===== config.mk =====
export PLATFORM = sky130hd
export DESIGN_NAME = parallel_port_interface_8255_top_flat
export DESIGN_NICKNAME = d
export VERILOG_FILES = /design/src/rtl/ppi_pkg.sv /design/src/rtl/ppi_in_if.sv /design/src/rtl/ppi_out_if.sv /design/src/rtl/parallel_port_interface_8255_top.sv /design/src/flat_wrapper.sv
export SDC_FILE = /design/constraint.sdc
export NUM_CORES = 1
export LEC_CHECK = 0
export BUFFER_PORTS_ARGS = -buffer_cell sky130_fd_sc_hd__buf_2
export CORE_ASPECT_RATIO = 0.6
export CORE_MARGIN = 4
export CORE_UTILIZATION = 55
export CTS_BUF_LIST = sky130_fd_sc_hd__clkbuf_8 sky130_fd_sc_hd__clkbuf_16
export DETAILED_ROUTE_END_ITERATION = 10
export PLACE_DENSITY = 0.83
export RECOVER_POWER = 50
export SKIP_CTS_REPAIR_TIMING = 1
export SYNTH_ARGS = -nofsm -noshare
export SYNTH_HDL_FRONTEND = slang
export SYNTH_SLANG_ARGS = --single-unit

===== constraint.sdc =====
create_clock -name i_clk -period 3.5 [get_ports i_clk]
set_clock_uncertainty 0.05 [all_clocks]
set_input_delay 0.35 -clock i_clk [delete_from_list [all_inputs] [get_ports i_clk]]
set_output_delay 0.35 -clock i_clk [all_outputs]
set_load 0.01 [all_outputs]

===== src/rtl/ppi_pkg.sv =====
`default_nettype none
// ----------------------------------------------------------------------------
// ppi_pkg
// Shared types and codes for the three-port parallel interface.
// ----------------------------------------------------------------------------
package ppi_pkg;

    // item kinds
    localparam logic [1:0] OP_READ  = 2'd0;
    localparam logic [1:0] OP_WRITE = 2'd1;
    localparam logic [1:0] OP_STB   = 2'd2;
    localparam logic [1:0] OP_ACK   = 2'd3;

    // register select
    localparam logic [1:0] OFF_A    = 2'd0;
    localparam logic [1:0] OFF_B    = 2'd1;
    localparam logic [1:0] OFF_C    = 2'd2;
    localparam logic [1:0] OFF_CTRL = 2'd3;

    // group A modes
    localparam logic [1:0] MODE_0   = 2'd0;
    localparam logic [1:0] MODE_1   = 2'd1;
    localparam logic [1:0] MODE_2   = 2'd2;
    localparam logic [1:0] MODE_2B  = 2'd3;  // alias code, folded into mode 2

    typedef struct packed {
        logic [1:0] opcode;
        logic [1:0] offset;
        logic [7:0] wdata;
        logic [7:0] pins_a;
        logic [7:0] pins_b;
        logic [7:0] pins_c;
    } t_in_item;

    typedef struct packed {
        logic [7:0] read_data;
        logic [7:0] port_a_out;
        logic [7:0] port_b_out;
        logic [7:0] port_c_out;
        logic       port_a_strobe;
        logic       port_b_strobe;
        logic       port_c_strobe;
        logic       obf_pin;
        logic       ibf_pin;
        logic       intr_pin;
    } t_out_item;

endpackage
`default_nettype wire


===== src/rtl/ppi_in_if.sv =====
`default_nettype none
// ----------------------------------------------------------------------------
// ppi_in_if
// Valid/ready channel carrying one bus or handshake item.
// ----------------------------------------------------------------------------
interface ppi_in_if;
    logic              valid;
    logic              ready;
    ppi_pkg::t_in_item data;

    modport source (output valid, output data, input ready);
    modport sink   (input valid, input data, output ready);
endinterface
`default_nettype wire


===== src/rtl/ppi_out_if.sv =====
`default_nettype none
// ----------------------------------------------------------------------------
// ppi_out_if
// Valid/ready channel carrying one result item.
// ----------------------------------------------------------------------------
interface ppi_out_if;
    logic               valid;
    logic               ready;
    ppi_pkg::t_out_item data;

    modport source (output valid, output data, input ready);
    modport sink   (input valid, input data, output ready);
endinterface
`default_nettype wire


===== src/rtl/parallel_port_interface_8255_top.sv =====
`default_nettype none
// ----------------------------------------------------------------------------
// parallel_port_interface_8255_top
// Three-port parallel interface with mode 0 ports and a port A mode 2
// handshake driving OBF, IBF and INTR.
// ----------------------------------------------------------------------------
//  channel  dir  handshake      payload
//  i_in     in   valid/ready    opcode, offset, wdata, pins_a/b/c
//  o_res    out  valid/ready    read_data, port drives, strobes, OBF/IBF/INTR
//
//  The state update and the result are computed from the accepted item and
//  the state registers and land in the result register.
//  A new item is taken every cycle while the result register is empty or
//  being taken; a stalled result blocks input only until it is consumed.
//  Synchronous active-low reset puts the ports in mode 0, all input.
// ----------------------------------------------------------------------------
module parallel_port_interface_8255_top (
    input  wire logic i_clk,
    input  wire logic i_rst_n,
    ppi_in_if.sink    i_in,
    ppi_out_if.source o_res
);
    import ppi_pkg::*;

    // state
    logic [1:0] r_mode_a, n_mode_a;
    logic       r_mode_b, n_mode_b;
    logic [7:0] r_dir_a, n_dir_a, r_dir_b, n_dir_b, r_dir_c, n_dir_c;
    logic [7:0] r_lat_a, n_lat_a, r_lat_b, n_lat_b, r_lat_c, n_lat_c;
    logic [1:0] r_int_en, n_int_en;
    logic [7:0] r_drv_a, n_drv_a, r_drv_b, n_drv_b, r_drv_c, n_drv_c;
    logic       r_obf, n_obf, r_ibf, n_ibf, r_intr, n_intr;

    // result stage
    logic       r_out_valid;
    t_out_item  r_out, n_out;

    logic       w_accept;
    logic [7:0] w_rd;
    logic       w_sa, w_sb, w_sc;
    logic [7:0] w_bit_mask;
    logic [7:0] w_bsr;
    logic [1:0] w_new_mode_a;
    t_in_item   w_it;

    // latch merged with direction: output bits from the latch, input bits high
    function automatic logic [7:0] merged(input logic [7:0] lat, input logic [7:0] dir);
        merged = (lat & ~dir) | dir;
    endfunction

    // interrupt request from port C latch and enables
    function automatic logic intr_of(input logic [7:0] lat_c, input logic [1:0] en);
        intr_of = ((lat_c[5:4] == 2'b11) && en[0]) || ((lat_c[7:6] == 2'b11) && en[1]);
    endfunction

    assign w_it       = i_in.data;
    assign w_accept   = i_in.valid && i_in.ready;
    assign i_in.ready = !r_out_valid || o_res.ready;
    assign w_bit_mask = 8'h01 << w_it.wdata[3:1];
    assign w_bsr      = w_it.wdata[0] ? (r_lat_c | w_bit_mask) : (r_lat_c & ~w_bit_mask);
    assign w_new_mode_a = (w_it.wdata[6:5] == MODE_2B) ? MODE_2 : w_it.wdata[6:5];

    // next state and result for the incoming item
    always_comb begin
        n_mode_a = r_mode_a;  n_mode_b = r_mode_b;
        n_dir_a  = r_dir_a;   n_dir_b  = r_dir_b;   n_dir_c = r_dir_c;
        n_lat_a  = r_lat_a;   n_lat_b  = r_lat_b;   n_lat_c = r_lat_c;
        n_int_en = r_int_en;
        n_drv_a  = r_drv_a;   n_drv_b  = r_drv_b;   n_drv_c = r_drv_c;
        n_obf    = r_obf;     n_ibf    = r_ibf;     n_intr  = r_intr;
        w_rd = 8'h00;
        w_sa = 1'b0;  w_sb = 1'b0;  w_sc = 1'b0;

        unique case (w_it.opcode)
            OP_READ: begin
                unique case (w_it.offset)
                    OFF_A: begin
                        if (r_mode_a == MODE_0) begin
                            w_rd = (r_dir_a == 8'h00) ? r_lat_a : w_it.pins_a;
                        end else if (r_mode_a == MODE_2) begin
                            w_rd = r_lat_a;
                            // reading the buffer clears IBF
                            n_ibf = 1'b0;
                            n_lat_c[5] = 1'b0;
                            n_intr = intr_of(n_lat_c, r_int_en);
                            n_lat_c[3] = n_intr;
                        end else begin
                            w_rd = 8'hFF;
                        end
                    end
                    OFF_B: w_rd = (r_dir_b == 8'h00) ? r_lat_b : w_it.pins_b;
                    OFF_C: begin
                        if (r_mode_a == MODE_0) begin
                            w_rd = (r_lat_c & ~r_dir_c) | (w_it.pins_c & r_dir_c);
                        end else if (r_mode_a == MODE_2) begin
                            w_rd = (r_lat_c & 8'hA8)
                                 | {1'b0, r_int_en[1], 1'b0, r_int_en[0], 4'h0}
                                 | (r_lat_c & ~r_dir_c & 8'h07)
                                 | (w_it.pins_c & r_dir_c & 8'h07);
                        end else begin
                            w_rd = 8'hFF;
                        end
                    end
                    OFF_CTRL: w_rd = 8'hFF;
                endcase
            end
            OP_WRITE: begin
                unique case (w_it.offset)
                    OFF_A: begin
                        n_lat_a = w_it.wdata;
                        if (r_mode_a == MODE_0) begin
                            n_drv_a = merged(w_it.wdata, r_dir_a);
                            w_sa = 1'b1;
                        end else if (r_mode_a == MODE_2) begin
                            n_drv_a = w_it.wdata;
                            w_sa = 1'b1;
                            n_obf = 1'b0;
                            n_lat_c[7] = 1'b0;
                            n_intr = intr_of(n_lat_c, r_int_en);
                            n_lat_c[3] = n_intr;
                        end
                    end
                    OFF_B: begin
                        n_lat_b = w_it.wdata;
                        n_drv_b = merged(w_it.wdata, r_dir_b);
                        w_sb = 1'b1;
                    end
                    OFF_C: begin
                        if (r_mode_a == MODE_0) begin
                            n_lat_c = w_it.wdata;
                            n_drv_c = merged(n_lat_c, r_dir_c);
                            w_sc = 1'b1;
                        end else if (r_mode_a == MODE_2) begin
                            // handshake bits are read-only here: OR into low bits
                            n_lat_c = r_lat_c | (w_it.wdata & 8'h07);
                            n_drv_c = merged(n_lat_c, r_dir_c);
                            w_sc = 1'b1;
                        end
                    end
                    OFF_CTRL: begin
                        if (w_it.wdata[7]) begin
                            // mode set
                            n_mode_a = w_new_mode_a;
                            n_mode_b = w_it.wdata[2];
                            if (w_new_mode_a != MODE_1 && !w_it.wdata[2]) begin
                                n_dir_a = {8{w_it.wdata[4]}};
                                n_dir_b = {8{w_it.wdata[1]}};
                                n_dir_c = {{4{w_it.wdata[3]}}, {4{w_it.wdata[0]}}};
                                n_lat_a = 8'h00;
                                n_lat_b = 8'h00;
                                n_lat_c = 8'h00;
                                n_drv_a = n_dir_a;
                                n_drv_b = n_dir_b;
                                w_sa = 1'b1;
                                w_sb = 1'b1;
                                if (w_new_mode_a == MODE_0) begin
                                    n_drv_c = n_dir_c;
                                    w_sc = 1'b1;
                                end else begin
                                    n_int_en = 2'b00;
                                    n_obf = 1'b0;
                                    n_ibf = 1'b0;
                                    n_intr = 1'b0;
                                end
                            end
                        end else if (r_mode_a == MODE_2) begin
                            // bit set/reset in mode 2: enables follow bits 6 and 4,
                            // INTR is judged on the latch before this write
                            n_int_en = {w_bsr[6], w_bsr[4]};
                            n_intr = intr_of(r_lat_c, n_int_en);
                            n_lat_c = (r_lat_c & 8'h50) | (w_bsr & 8'hAF);
                        end else begin
                            n_lat_c = w_bsr;
                        end
                    end
                endcase
            end
            OP_STB: begin
                if (r_mode_a == MODE_2) begin
                    n_lat_c[4] = (w_it.wdata != 8'h00);
                    if (w_it.wdata == 8'h00) begin
                        n_lat_a = w_it.pins_a;
                        n_ibf = 1'b1;
                        n_lat_c[5] = 1'b1;
                    end
                    n_intr = intr_of(n_lat_c, r_int_en);
                    n_lat_c[3] = n_intr;
                end
            end
            OP_ACK: begin
                if (r_mode_a == MODE_2) begin
                    n_lat_c[6] = (w_it.wdata != 8'h00);
                    if (w_it.wdata == 8'h00) begin
                        n_obf = 1'b1;
                        n_lat_c[7] = 1'b1;
                    end
                    n_intr = intr_of(n_lat_c, r_int_en);
                    n_lat_c[3] = n_intr;
                end
            end
        endcase

        n_out.read_data     = w_rd;
        n_out.port_a_out    = n_drv_a;
        n_out.port_b_out    = n_drv_b;
        n_out.port_c_out    = n_drv_c;
        n_out.port_a_strobe = w_sa;
        n_out.port_b_strobe = w_sb;
        n_out.port_c_strobe = w_sc;
        n_out.obf_pin       = n_obf;
        n_out.ibf_pin       = n_ibf;
        n_out.intr_pin      = n_intr;
    end

    // state registers
    always_ff @(posedge i_clk) begin
        if (!i_rst_n) begin
            r_mode_a <= MODE_0;
            r_mode_b <= 1'b0;
            r_dir_a  <= 8'hFF;
            r_dir_b  <= 8'hFF;
            r_dir_c  <= 8'hFF;
            r_lat_a  <= 8'h00;
            r_lat_b  <= 8'h00;
            r_lat_c  <= 8'h00;
            r_int_en <= 2'b00;
            r_drv_a  <= 8'hFF;
            r_drv_b  <= 8'hFF;
            r_drv_c  <= 8'hFF;
            r_obf    <= 1'b0;
            r_ibf    <= 1'b0;
            r_intr   <= 1'b0;
        end else if (w_accept) begin
            r_mode_a <= n_mode_a;
            r_mode_b <= n_mode_b;
            r_dir_a  <= n_dir_a;
            r_dir_b  <= n_dir_b;
            r_dir_c  <= n_dir_c;
            r_lat_a  <= n_lat_a;
            r_lat_b  <= n_lat_b;
            r_lat_c  <= n_lat_c;
            r_int_en <= n_int_en;
            r_drv_a  <= n_drv_a;
            r_drv_b  <= n_drv_b;
            r_drv_c  <= n_drv_c;
            r_obf    <= n_obf;
            r_ibf    <= n_ibf;
            r_intr   <= n_intr;
        end
    end

    // result register
    always_ff @(posedge i_clk) begin
        if (!i_rst_n) begin
            r_out_valid <= 1'b0;
        end else if (w_accept) begin
            r_out_valid <= 1'b1;
        end else if (o_res.ready) begin
            r_out_valid <= 1'b0;
        end
    end

    always_ff @(posedge i_clk) begin
        if (w_accept) begin
            r_out <= n_out;
        end
    end

    assign o_res.valid = r_out_valid;
    assign o_res.data  = r_out;

    // group B mode is kept for the mode word but steers nothing else
    logic w_mode_b_unused;
    assign w_mode_b_unused = r_mode_b;

endmodule
`default_nettype wire


===== src/flat_wrapper.sv =====
// flat-port wrapper written by rule: the top's interface ports become plain ports
module parallel_port_interface_8255_top_flat import ppi_pkg::*;
  (i_clk, i_rst_n, i_in_valid, i_in_data, i_in_ready, o_res_valid, o_res_data, o_res_ready);
  ppi_in_if i_in_i ();
  ppi_out_if o_res_i ();
  input  wire logic i_clk;
  input  wire logic i_rst_n;
  input wire logic [$bits(i_in_i.valid)-1:0] i_in_valid;
  input wire logic [$bits(i_in_i.data)-1:0] i_in_data;
  output wire logic [$bits(i_in_i.ready)-1:0] i_in_ready;
  output wire logic [$bits(o_res_i.valid)-1:0] o_res_valid;
  output wire logic [$bits(o_res_i.data)-1:0] o_res_data;
  input wire logic [$bits(o_res_i.ready)-1:0] o_res_ready;
  assign i_in_i.valid = i_in_valid;
  assign i_in_i.data = i_in_data;
  assign i_in_ready = i_in_i.ready;
  assign o_res_valid = o_res_i.valid;
  assign o_res_data = o_res_i.data;
  assign o_res_i.ready = o_res_ready;
  parallel_port_interface_8255_top u_core (.i_clk(i_clk), .i_rst_n(i_rst_n), .i_in(i_in_i), .o_res(o_res_i));
endmodule

# Yosys cells after proc, flatten, opt, wreduce, memory -nomap -nowiden
# Index checks and enable logic that the tools add are counted.
# W data, S select, Z words.
# word_totals
reg_bits	101
latch_bits	0
ram_bits	0
rom_bits	0
inputBits	40
out_inout_bits	40
word_cells	237
n_memories	0
# classes
addsub	0
multipliers	0
n_div	0
n_lt_le_gt_ge	0
n_eq_ne	34
shift	1
muxes	110
bitwise	22
n_reduce_logical	40
# op_table
cell	n
$mux W8	29
$pmux W8 S2	6
$and A8 B8 Y8	7
$mux W1	51
$or A8 B8 Y8	6
$not A8 Y8	4
$pmux W8 S4	1
$logic_not A8 Y1	3
$or A8 B3 Y8	3
$eq A2 B2 Y1 const B	10
$reduce_and A6 Y1	3
$reduce_and A5 Y1	3
$ne A2 B1 Y1 const B	7
$pmux W1 S2	7
$mux W2	6
$ne A3 B3 Y1 const B	4
$pmux W1 S3	4
$pmux W3 S2	2
$reduce_bool A2 Y1	6
$reduce_and A11 Y1	1
$ne A3 B2 Y1 const B	3
$reduce_and A9 Y1	1
$logic_and A1 B1 Y1	8
$logic_not A2 Y1	4
19 further kinds	28

# Logic depth before layout (Yosys ltp)
# depth
word_depth	10
depth_mapped	9
mapped_depth_nobuf	7

# Least setup slack after synthesis
# No wires, ideal clock.
# synth_timing
kind	input -> register
from	input o_res_ready
to	register u_core.r_drv_c[4]
setup_ns	0.070
arrival_time_ns	2.689
required_time_ns	3.380
path_slack_ns	0.692
cell_stages	8
n_path_buf	3
path_cell_list	nand2b_1 > buf_2 > nand2_1 > clkbuf_1 > inv_1 > buf_1 > o21ai_0 > nand3_1
# synth_between
elab_chain_cells	2
# synth_lines
item	line_no	text
from (decl)	flat_wrapper.sv:13	input wire logic [$bits(o_res_i.ready)-1:0] o_res_ready;
$logic_or A1 B1 Y1	parallel_port_interface_8255_top.sv:58	assign i_in.ready = !r_out_valid || o_res.ready;
via i_in_ready	flat_wrapper.sv:10	output wire logic [$bits(i_in_i.ready)-1:0] i_in_ready;
$logic_and A1 B1 Y1	parallel_port_interface_8255_top.sv:57	assign w_accept = i_in.valid && i_in.ready;
via u_core.w_accept	parallel_port_interface_8255_top.sv:38	logic w_accept;
to (signal assigned)	parallel_port_interface_8255_top.sv:245	r_drv_c <= n_drv_c;
to (decl)	parallel_port_interface_8255_top.sv:31	logic [7:0] r_drv_a, n_drv_a, r_drv_b, n_drv_b, r_drv_c, n_drv_c;
# The timed path passes the listed nets, and every way through them passes these cells.
# A chain may end at the register's enable or synchronous reset.

# Worst setup path in the final report
# layout_timing
from	input i_in_data[35]
to	register u_core.r_lat_a[0]
# layout_between
elab_chain_cells	3
elab_cells_between_ends	10
classes_between	7 x eq/ne; 1 x mux; 2 x reduce/logical
# layout_lines
item	line_no	text
from (decl)	flat_wrapper.sv:9	input wire logic [$bits(i_in_i.data)-1:0] i_in_data;
$eq A2 B1 Y1 or $eq A2 B2 Y1 (tied branches)	parallel_port_interface_8255_top.sv:74	unique case (w_it.opcode)
$ne A3 B2 Y1 (no source line), or another cell as far along	n/a	
$reduce_and A7 Y1 (no source line)	n/a	
to (signal assigned)	parallel_port_interface_8255_top.sv:239	r_lat_a <= n_lat_a;
to (decl)	parallel_port_interface_8255_top.sv:29	logic [7:0] r_lat_a, n_lat_a, r_lat_b, n_lat_b, r_lat_c, n_lat_c;
# Parallel ways exist; a longest one is shown, timed or not.

==> out/qor.yml <==
global_route:
  grt_pass1_wl_um: 30300
  antenna_found_initial: 0
  grt_pass1_vias: 5800
  grt_overflow_total: 0
  grt_usage: 0.306
  grt_max_degree: 64
floorplan:
  initial_core_util: 0.566
  die_w_um: 143
  die_h_um: 88.9
  core_um2: 10600
  fp-row-count: 29
  io_pins: 80
  die-area_um2: 12700
synth:
  yosysMostFrequentCell: "o21ai_0"
  yosysSeqAreaShare: 0.390
  synthCells: 689
  netlist_top_cells_area: "dfxtp_1, edfxtp_1, o21ai_0, mux2i_1, mux2_2"
  synth_edf_count: 38
  synth_cell_types: 61
  synthArstFlopShare: 0
  synth_area_leader_cell: "dfxtp_1"
  yosys-top-cells-count: "o21ai_0, dfxtp_1, nand2_1"
  yosys_warnings: 0
  synthesis.nets: 737
  synth_area_um2: 6000
  synth.top_cell.area_share: 0.200
  ys_ff_latch: 98
  synth_ff_type: "dfxtp_1"
  avgSynthCellArea_um2: 8.71
place:
  dp.final_hpwl_um: 13400
  dpl_cell_area_um2: 6420
  finalWeightedCongestion: 1.04
  portBuffers: 79
  dp_slack_ns: 0.791
cells_and_area:
  nets: 780
  stdcell_area_um2: 6650
  antenna_cells: 0
  drive_gt1_frac: 0.138
  area_growth_pct: 10.9
detailed_routing:
  postRouteAntennaNets: 0
  drc: 0
  drtPass1Iterations: 9
  drt_iter0_markers: 970
  vias: 5890
  drt-wirelength-per-cell_um: 22.1
  wl_um: 19400
  avgViaCountPerCell: 6.72
timing:
  fin_crit_ns: 2.91
  slew_headroom: 0.0897
  hold_viol: 0
  tns_ns: 0
  rsz0062_at_grt: "false"
  post-route-period-util: 0.832
  setup_viol: 0
  max_freq_ghz: 0.343
  tightest_slew_ns: 1.36
  final_max_slew_viol_count: 0
  setup_ws_ns: 0.587
worst_setup_path:
  worst_setup_path_start_kind: "input pin"
  critPathSlowestCell: "clkbuf_1"
  end_kind: "register"
  cp_slowest_stage_delay_ns: 0.76
  cp.arrival_ns: 3.16
  worst-endpoint-required_ns: 3.75
  worstPathCellList: "clkbuf_1 -> inv_1 -> ha_1 -> clkbuf_1 -> inv_1 -> nor2_1 -> a22o_1 -> and2_1 -> o211a_1"
  worstSetupPathType: "in2reg"
  cp_max_fo: 22
power_and_ir_drop:
  p_leak_nw: 2.50
  power_density_nw_per_um2: 396
  ir_worst_vdd_mv: 0.330
worst_hold_path:
  min_path_type: "in2reg"
flow_run:
  maxCapViolations: 0
cts:
  clk_latency_ns: 0.35
  clockRootBuffer: "clkbuf_16"
  cts_num_sinks: 98
  cts_max_path_buffers: 2
  htreeDepth: 3
  cts_tree: "yes"
  cts_buffers: 9
  cts.clk_slew.worst_paths_ns: 0.07
outcome:
  status: "complete, no violations"
placed cells by master, fill, tap and decap left out, types with 3 or more instances in the layout:
| master | instances |
|---|---|
| nand4_1 | 3 |
| clkbuf_1 | 44 |
| nand3b_1 | 12 |
| o211a_1 | 9 |
| a22o_1 | 3 |
| clkbuf_16 | 9 |
| nor3_1 | 9 |
| buf_4 | 11 |
| o21ai_0 | 69 |
| a22oi_1 | 3 |
| dfxtp_1 | 60 |
| a21boi_0 | 5 |
| o21a_1 | 11 |
| mux2_2 | 28 |
| nor2b_1 | 27 |
| o311ai_0 | 4 |
| and2_1 | 3 |
| o22ai_1 | 7 |
| a31oi_1 | 8 |
| a211oi_1 | 8 |
| edfxtp_1 | 38 |
| ha_1 | 8 |
| or3_1 | 4 |
| nand2b_1 | 9 |
| o221ai_1 | 4 |
| or2_2 | 3 |
| nand2_1 | 57 |
| a21o_1 | 14 |
| a21oi_1 | 48 |
| nor2_1 | 38 |
| buf_2 | 37 |
| nor3b_1 | 4 |
| nand3_1 | 30 |
| o31ai_1 | 9 |
| mux2i_1 | 32 |
| o211ai_1 | 7 |
| nor4_1 | 4 |
| and3_1 | 7 |
| inv_1 | 15 |
cell type report:
class	count	area, um^2
Multi-Input combinational cell	515	3350
Inverter	16	60.1
Timing Repair Buffer	92	433
Fill cell	921	3950
Clock buffer	9	225
Clock inverter	7	65.1
Tap cell	139	174
Sequential cell	98	2340
registers in the layout, indices dropped and copies added, names as in the netlist:
| name | flops |
|---|---|
| u_core.o_res.data | 38 |
| u_core.r_drv_a | 8 |
| u_core.r_drv_b | 8 |
| u_core.r_drv_c | 8 |
| u_core.r_lat_a | 8 |
| u_core.r_lat_b | 8 |
| u_core.r_lat_c | 8 |
| u_core.r_dir_c | 2 |
| u_core.r_int_en | 2 |
| u_core.r_mode_a | 2 |
| u_core.o_res.valid | 1 |
| u_core.r_dir_a | 1 |
| u_core.r_dir_b | 1 |
| u_core.r_ibf | 1 |
| u_core.r_intr | 1 |
| u_core.r_obf | 1 |
routing by layer:
| layer | share of wire | global-route usage | wire, um |
|---|---|---|---|
| met3 | 0.12 | 0.0877 | 2410 |
| met4 | 0.024 | 0.116 | 472 |
| met1 | 0.42 | 0.419 | 8180 |
| met5 | 0 | 0 | 0 |
| met2 | 0.43 | 0.466 | 8330 |
through the flow:
step,utilization,hold slack (ns),instances,power (W)
global route,0.628,0.298,876,0.00272
floorplan,-,0.398,689,0.00154
global placement,0.606,0.412,860,0.00166
finish,0.628,0.273,876,0.00263
detailed placement,0.606,0.437,860,0.00167
CTS,0.634,0.263,876,0.00263
critical path, delay by kind of cell:
family                     cells  cell delay [ns]
AOI/OAI and AO/OA              2             0.54
adders and majority gates      1             0.15
buffers and inverters          4             1.46
and+or+nand+nor                2             0.64
path summary, 6_finish.rpt:
kind	start	to	slack, ns	cells after the start
worst max-delay path	i_in_data[35]	u_core.r_lat_a[0]	0.59	9
worst min-delay path	i_in_valid	u_core.o_res.valid	0.27	3
worst max register to register	u_core.o_res.valid	u_core.r_drv_c[0]	0.74	7
worst min register to register	u_core.r_ibf	u_core.r_ibf	0.45	2
logic make-up (layout without fill, tap and decap cells):
logic type | Yosys count | after routing | synth area share
muxes | 60 | 60 | 0.106
buffers and inverters | 76 | 124 | 0.0505
DFF | 98 | 98 | 0.390
AOI/OAI and AO/OA | 223 | 223 | 0.238
and+or+nand+nor | 224 | 224 | 0.198
adders and majority gates | 8 | 8 | 0.0167
power breakdown:
group | leakage [nW] | switching (W) | internal [W]
Clock | 0.137 | 0.000477 | 0.000496
Sequential | 0.816 | 0.0000243 | 0.00123
Combinational | 1.55 | 0.000266 | 0.000138
Total | 2.50 | 0.000767 | 0.00186
No activity file was read; power rests on OpenSTA's default activity.
